==> config.mk <==
export PLATFORM = sky130hd
export DESIGN_NAME = four_queue_round_robin_merge_top
export DESIGN_NICKNAME = d
export VERILOG_FILES = /design/src/rtl/core/rrm_pkg.sv /design/src/rtl/core/four_queue_round_robin_merge_top.sv /design/src/rtl/core/rrm_ram.sv /design/src/rtl/core/rrm_qstate.sv /design/src/rtl/core/rrm_seq.sv
export SDC_FILE = /design/constraint.sdc
export NUM_CORES = 2
export LEC_CHECK = 0
export ABC_AREA = 1
export BUFFER_PORTS_ARGS = -buffer_cell sky130_fd_sc_hd__buf_4
export CELL_PAD_IN_SITES_DETAIL_PLACEMENT = 1
export CELL_PAD_IN_SITES_GLOBAL_PLACEMENT = 2
export CORE_MARGIN = 4
export CORE_UTILIZATION = 40
export CTS_CLUSTER_SIZE = 16
export DETAILED_ROUTE_END_ITERATION = 12
export PLACE_DENSITY_LB_ADDON = 0.1
export SLEW_MARGIN = 20
export SYNTH_ARGS = -nofsm -noshare
export SYNTH_HDL_FRONTEND = slang
export SYNTH_SLANG_ARGS = --single-unit
==> constraint.sdc <==
create_clock -name clk_i -period 7 [get_ports clk_i]
set_input_delay 0.35 -clock clk_i [delete_from_list [all_inputs] [get_ports clk_i]]
set_output_delay 0.35 -clock clk_i [all_outputs]
set_load 0.005 [all_outputs]
==> src/rtl/core/rrm_pkg.sv <==
package rrm_pkg;

  localparam int QueueDepth = 16;
  localparam int NumQueues  = 4;
  localparam int QidW       = 2;
  localparam int SlotW      = 4;
  localparam int CntW       = 5;
  localparam int TagW       = 40;
  localparam int AddrW      = QidW + SlotW;
  localparam int StoreDepth = NumQueues * (2 ** SlotW);

  typedef enum logic {
    OP_PUSH  = 1'b0,
    OP_DRAIN = 1'b1
  } op_e;

  typedef enum logic [1:0] {
    ST_DRAINED  = 2'd0,
    ST_ACCEPTED = 2'd1,
    ST_DROPPED  = 2'd2,
    ST_EMPTY    = 2'd3
  } status_e;

  typedef struct packed {
    op_e             opcode;
    logic [QidW-1:0] direction;
    logic [TagW-1:0] flight_tag;
  } in_t;

  typedef struct packed {
    logic [TagW-1:0] flight_tag_res;
    status_e         status;
    logic            last;
  } res_t;

  // one update request for the shared pointer and count unit
  typedef struct packed {
    logic            en;
    logic            pop;
    logic [QidW-1:0] qid;
  } qcmd_t;

  typedef struct packed {
    logic    strobe;
    status_e status;
    logic    last;
  } res_ctrl_t;

  typedef logic [NumQueues-1:0][CntW-1:0] cnt_vec_t;

  // drain order: west, south, north, east
  function automatic logic [QidW-1:0] visit_queue(input logic [QidW-1:0] pos);
    logic [QidW-1:0] q;
    case (pos)
      2'd0:    q = 2'd0;
      2'd1:    q = 2'd2;
      2'd2:    q = 2'd1;
      default: q = 2'd3;
    endcase
    return q;
  endfunction

endpackage

==> src/rtl/core/four_queue_round_robin_merge_top.sv <==
// push: result strobed in the cycle after the transfer; a new item every cycle while not busy
// drain: the first tag passes the state register, then the store read and result registers,
//   then one tag per cycle; busy stays high until every held tag is read (one store read each)
// drain of empty queues: status-only result in the cycle after the transfer
// rst_ni async active low clears pointers, counts and the sequencer;
//   the tag store is not cleared, results have no backpressure
module four_queue_round_robin_merge_top
  import rrm_pkg::*;
(
  input  logic clk_i,
  input  logic rst_ni,
  input  logic start,
  output logic busy,
  input  in_t  in_i,
  output logic res_strobe_o,
  output res_t res_o
);

  qcmd_t            qcmd;
  cnt_vec_t         counts;
  logic [AddrW-1:0] slot_addr;
  logic             ram_we;
  logic [TagW-1:0]  rdata;
  res_ctrl_t        res_ctrl;

  rrm_seq u_seq (
    .clk_i      (clk_i),
    .rst_ni     (rst_ni),
    .start      (start),
    .busy       (busy),
    .in_i       (in_i),
    .counts_i   (counts),
    .qcmd_o     (qcmd),
    .ram_we_o   (ram_we),
    .res_ctrl_o (res_ctrl)
  );

  rrm_qstate u_qstate (
    .clk_i       (clk_i),
    .rst_ni      (rst_ni),
    .qcmd_i      (qcmd),
    .counts_o    (counts),
    .slot_addr_o (slot_addr)
  );

  rrm_ram #(
    .Width (TagW),
    .Depth (StoreDepth)
  ) u_store (
    .clk_i   (clk_i),
    .we_i    (ram_we),
    .waddr_i (slot_addr),
    .wdata_i (in_i.flight_tag),
    .re_i    (qcmd.en && qcmd.pop),
    .raddr_i (slot_addr),
    .rdata_o (rdata)
  );

  assign res_strobe_o         = res_ctrl.strobe;
  assign res_o.flight_tag_res = (res_ctrl.status == ST_DRAINED) ? rdata : '0;
  assign res_o.status         = res_ctrl.status;
  assign res_o.last           = res_ctrl.last;

endmodule

==> src/rtl/core/rrm_ram.sv <==
module rrm_ram #(
  parameter int Width = 8,
  parameter int Depth = 16
) (
  input  logic                     clk_i,
  input  logic                     we_i,
  input  logic [$clog2(Depth)-1:0] waddr_i,
  input  logic [Width-1:0]         wdata_i,
  input  logic                     re_i,
  input  logic [$clog2(Depth)-1:0] raddr_i,
  output logic [Width-1:0]         rdata_o
);

  logic [Width-1:0] mem_q [Depth];
  logic [Width-1:0] rdata_q;

  always_ff @(posedge clk_i) begin
    if (we_i) begin
      mem_q[waddr_i] <= wdata_i;
    end
    if (re_i) begin
      rdata_q <= mem_q[raddr_i];
    end
  end

  assign rdata_o = rdata_q;

endmodule

==> src/rtl/core/rrm_qstate.sv <==
module rrm_qstate
  import rrm_pkg::*;
(
  input  logic              clk_i,
  input  logic              rst_ni,
  input  qcmd_t             qcmd_i,
  output cnt_vec_t          counts_o,
  output logic [AddrW-1:0]  slot_addr_o
);

  logic [NumQueues-1:0][SlotW-1:0] rd_ptr_q, rd_ptr_d;
  logic [NumQueues-1:0][SlotW-1:0] wr_ptr_q, wr_ptr_d;
  cnt_vec_t                        cnt_q, cnt_d;
  logic [SlotW-1:0]                ptr_cur;
  logic [SlotW-1:0]                ptr_nxt;

  // one pointer is picked, advanced and written back per cycle
  always_comb begin
    rd_ptr_d = rd_ptr_q;
    wr_ptr_d = wr_ptr_q;
    cnt_d    = cnt_q;
    ptr_cur  = qcmd_i.pop ? rd_ptr_q[qcmd_i.qid] : wr_ptr_q[qcmd_i.qid];
    ptr_nxt  = (ptr_cur == SlotW'(QueueDepth - 1)) ? '0 : ptr_cur + 1'b1;
    if (qcmd_i.en) begin
      if (qcmd_i.pop) begin
        rd_ptr_d[qcmd_i.qid] = ptr_nxt;
        cnt_d[qcmd_i.qid]    = cnt_q[qcmd_i.qid] - 1'b1;
      end else begin
        wr_ptr_d[qcmd_i.qid] = ptr_nxt;
        cnt_d[qcmd_i.qid]    = cnt_q[qcmd_i.qid] + 1'b1;
      end
    end
  end

  always_ff @(posedge clk_i or negedge rst_ni) begin
    if (!rst_ni) begin
      rd_ptr_q <= '0;
      wr_ptr_q <= '0;
      cnt_q    <= '0;
    end else begin
      rd_ptr_q <= rd_ptr_d;
      wr_ptr_q <= wr_ptr_d;
      cnt_q    <= cnt_d;
    end
  end

  assign counts_o    = cnt_q;
  assign slot_addr_o = {qcmd_i.qid, ptr_cur};

endmodule

==> src/rtl/core/rrm_seq.sv <==
module rrm_seq
  import rrm_pkg::*;
(
  input  logic      clk_i,
  input  logic      rst_ni,
  input  logic      start,
  output logic      busy,
  input  in_t       in_i,
  input  cnt_vec_t  counts_i,
  output qcmd_t     qcmd_o,
  output logic      ram_we_o,
  output res_ctrl_t res_ctrl_o
);

  typedef enum logic [1:0] {
    S_IDLE  = 2'b01,
    S_DRAIN = 2'b10
  } state_e;

  state_e          state_q, state_d;
  logic [1:0]      pos_q, pos_d;
  res_ctrl_t       res_q, res_d;
  logic [1:0]      sel_pos;
  logic [1:0]      scan_pos;
  logic [QidW-1:0] sel_qid;
  logic            more;
  logic            sel_last;
  logic            push_full;

  // first non-empty queue at or after the current round position
  always_comb begin
    sel_pos  = pos_q;
    scan_pos = pos_q;
    for (int k = NumQueues - 1; k >= 0; k--) begin
      scan_pos = pos_q + 2'(k);
      if (counts_i[visit_queue(scan_pos)] != '0) begin
        sel_pos = scan_pos;
      end
    end
    sel_qid = visit_queue(sel_pos);
    more    = 1'b0;
    for (int q = 0; q < NumQueues; q++) begin
      if ((2'(q) != sel_qid) && (counts_i[q] != '0)) begin
        more = 1'b1;
      end
    end
    sel_last = !more && (counts_i[sel_qid] == CntW'(1));
  end

  assign push_full = (counts_i[in_i.direction] >= CntW'(QueueDepth));

  always_comb begin
    state_d  = state_q;
    pos_d    = pos_q;
    qcmd_o   = '0;
    ram_we_o = 1'b0;
    res_d    = '{strobe: 1'b0, status: ST_DRAINED, last: 1'b0};
    case (state_q)
      S_IDLE: begin
        if (start) begin
          if (in_i.opcode == OP_PUSH) begin
            res_d.strobe = 1'b1;
            res_d.last   = 1'b1;
            if (push_full) begin
              res_d.status = ST_DROPPED;
            end else begin
              qcmd_o.en    = 1'b1;
              qcmd_o.pop   = 1'b0;
              qcmd_o.qid   = in_i.direction;
              ram_we_o     = 1'b1;
              res_d.status = ST_ACCEPTED;
            end
          end else if (counts_i == '0) begin
            res_d.strobe = 1'b1;
            res_d.last   = 1'b1;
            res_d.status = ST_EMPTY;
          end else begin
            state_d = S_DRAIN;
            pos_d   = '0;
          end
        end
      end
      S_DRAIN: begin
        qcmd_o.en    = 1'b1;
        qcmd_o.pop   = 1'b1;
        qcmd_o.qid   = sel_qid;
        res_d.strobe = 1'b1;
        res_d.status = ST_DRAINED;
        res_d.last   = sel_last;
        pos_d        = sel_pos + 1'b1;
        if (sel_last) begin
          state_d = S_IDLE;
        end
      end
      default: begin
        state_d = S_IDLE;
      end
    endcase
  end

  always_ff @(posedge clk_i or negedge rst_ni) begin
    if (!rst_ni) begin
      state_q <= S_IDLE;
      pos_q   <= '0;
      res_q   <= '0;
    end else begin
      state_q <= state_d;
      pos_q   <= pos_d;
      res_q   <= res_d;
    end
  end

  assign busy       = (state_q != S_IDLE);
  assign res_ctrl_o = res_q;

`ifndef NO_ASSERTIONS
  a_drain_has_tags: assert property (@(posedge clk_i) disable iff (!rst_ni)
    (state_q == S_DRAIN) |-> (counts_i != '0))
    else $error("drain running with all queues empty");

  a_no_push_full: assert property (@(posedge clk_i) disable iff (!rst_ni)
    (qcmd_o.en && !qcmd_o.pop) |-> (counts_i[qcmd_o.qid] < CntW'(QueueDepth)))
    else $error("push into a full queue");

  a_no_pop_empty: assert property (@(posedge clk_i) disable iff (!rst_ni)
    (qcmd_o.en && qcmd_o.pop) |-> (counts_i[qcmd_o.qid] != '0))
    else $error("pop from an empty queue");

  a_last_ends_drain: assert property (@(posedge clk_i) disable iff (!rst_ni)
    (state_q == S_DRAIN && sel_last) |=> (state_q == S_IDLE && counts_i == '0))
    else $error("drain did not end after its last tag");
`endif

endmodule

==> qor.csv <==
metric;value;unit
hold_ws;0.0359;ns
first_pass_iters;5;
fmax;156;MHz
async_flop_share;2.26;%
cp_slowest_cell;dfrtp_1;
drive_gt1_share;9.02;%
fp.dieW;546;µm
ys_ff_latch;2660;
tightest_slew;1.09;ns
slew_violations;0;
synthFlopType;edfxtp_1;
rsz0062_at_grt;false;
synth_area_leaders;edfxtp_1 (68%), nand2_1 (9.1%), inv_1 (6.0%);
outcome;completed;
wire_per_inst;27.9;µm
maxCapViolations;0;
cp_max_fo;26;
fp.dieArea;0.298;mm²
drcViolationCount;0;
ir_worst_vdd;0.571;mV
synth_edf_count;2600;
crit_type;reg -> reg;
clk_latency;0.92;ns
path_common_cell;nand2_1;
cp-end-kind;register;
period_share;91.8;%
worstPathArrival;7.05;ns
synth_top_area_cell;edfxtp_1;
grt_pass1_wl;590000;µm
hpwl;231000;µm
fp.dieH;546;µm
critPathLaunch;u_seq.pos_q[1]$_DFFE_PN0P_;
syn2layout_area_growth;14.7;%
critPathMaxStageDelay;0.46;ns
cp-start-kind;register;
hp-start;in_i[24];
gp_congestion;0.799;
cts_made_buffers;301;
ctsLongestPathBuffers;4;
required;7.63;ns
tritoncts;yes;
syn_nets;10700;
period_minus_slack;6.42;ns
clkTransAtPathRegs;0.06;ns
grt_max_degree;141;
synth.top_cell.area_share;67.6;%
yosysSeqAreaShare;68.9;%
setup_viol;0;
io_pins;91;
antenna_left;0;
holdPathStages;1;
wl;415000;µm
finalSetupTns;0;ns
syn_area_per_cell;10.8;µm²
grt_pass1_vias;81000;
place_area;0.123;mm²
clock-sinks;2660;
clock_skew;0.0417;ns
start_util;40.1;%
detail_route.vias_per_cell;5.34;
drt_iter0_drc;7146;
fin_util;46.0;%
syn_inst;10700;
track_usage;27.3;%
ys_types;38;
syn_area;0.116;mm²
dr_total_vias;79500;
powerDensity;439;mW/mm²
cts-htree-levels;5;
worst-r2r-cell-count;30;
synth_most_common_cell;nand2_1;
synth_commonest_cells;nand2_1 (2809), edfxtp_1 (2600), inv_1 (1843);
p_leak;54.4;nW
coreArea;0.288;mm²
hold_path.class;in -> reg;
max_slew_margin;27.2;%
root_buffer;clkbuf_16;
total_power;58.1;mW
yosysWarnings;0;
num_rows;197;
hold_viol;0;
portBuffers;90;
nets;10900;
gr-total-overflow;0;
antenna_found_initial;30;
r2r_start;u_seq.pos_q[1]$_DFFE_PN0P_;
post-route-cell-area;0.133;mm²
## stage by stage
step                      worst slack [ns]  std cells
after detailed placement             0.136      14300
after global routing                0.0410      14900
after CTS                            0.121      14900
after floorplan                       1.10      10700
after global placement               0.227      14300
final                                0.576      14900
## routing by layer
| layer | GRT usage [%] | vias to the layer above | routed length, µm |
|---|---|---|---|
| li1 | - | 35400 | - |
| met2 | 46.2 | 2109 | 200000 |
| met5 | 0 | - | 41 |
| met4 | 8.55 | 6 | 14100 |
| met3 | 2.94 | 617 | 20500 |
| met1 | 37.0 | 41300 | 180000 |
## sequential cells by signal (all words and copies together), names as in the netlist, named ones only
name / flops
u_store.mem_q: 2560
u_store.rdata_o: 40
u_qstate.counts_o: 16
u_qstate.rd_ptr_q: 16
u_qstate.wr_ptr_q: 16
u_seq.res_ctrl_o: 4
u_seq.pos_q: 2
u_seq.state_q: 2
## placed cells by master, fill, tap and decap left out, types with 93 or more instances in the layout
| cell | n |
|---|---|
| nor2_1 | 138 |
| o21ai_1 | 331 |
| edfxtp_1 | 2600 |
| nand3b_1 | 641 |
| nand2_1 | 2809 |
| clkbuf_16 | 310 |
| nand3_1 | 1319 |
| buf_4 | 273 |
| buf_12 | 128 |
| inv_1 | 1843 |
| or2_2 | 93 |
## critical path, delay by kind of cell, from the launching register on
family | cells | cell delay, ns
DFF | 1 | 0.46
buffers and inverters | 6 | 1.47
AOI/OAI and AO/OA | 6 | 0.85
adders and majority gates | 2 | 0.74
and+or+nand+nor | 16 | 2.51
## timing repair
action / CTS / global route
gates resized for setup: 0 / 4
setup endpoints to repair: 0 / 9
hold buffers: 25 / 0
setup buffers: 0 / 5
hold endpoints to repair: 696 / 0
## final timing paths
path	end	slack (ns)
min in group asynchronous	u_qstate.counts_o[17]$_DFFE_PN0P_	0.10
min reg2reg	u_qstate.wr_ptr_q[12]$_DFFE_PN0P_	0.49
min	u_store.mem_q[32][24]$_DFFE_PP_	0.04
max in group asynchronous	u_qstate.wr_ptr_q[2]$_DFFE_PN0P_	6.35
max	u_store.rdata_o[7]$_DFFE_PP_	0.58
max reg2reg	u_store.rdata_o[7]$_DFFE_PP_	0.58
## kinds of logic (layout without fill, tap and decap cells)
family	count (synthesis)	after routing	share of synthesized area, %
simple gates	5191	5192	20.9
other cells	0	9	0
fa+ha+maj	19	19	0.206
buf+inv	2392	2807	8.31
mux	1	1	0.00866
compound gates	391	391	1.72
xor+xnor	5	5	0.0379
flops	2660	2660	68.9
## power by group
| group | switching [mW] | internal (mW) |
|---|---|---|
| Clock | 6.55 | 8.84 |
| Sequential | 0.268 | 18.0 |
| Combinational | 17.9 | 6.56 |
## area by class of cell
class,count,area [µm²]
Antenna cell,9,22.5
Multi-Input combinational cell,5608,27000
Clock inverter,156,1370
Timing Repair Buffer,426,4860
Clock buffer,376,8030
Inverter,1849,6960
Fill cell,30700,155000
Sequential cell,2660,79600
Tap cell,3781,4730
No activity file was read; power rests on OpenSTA's default activity.
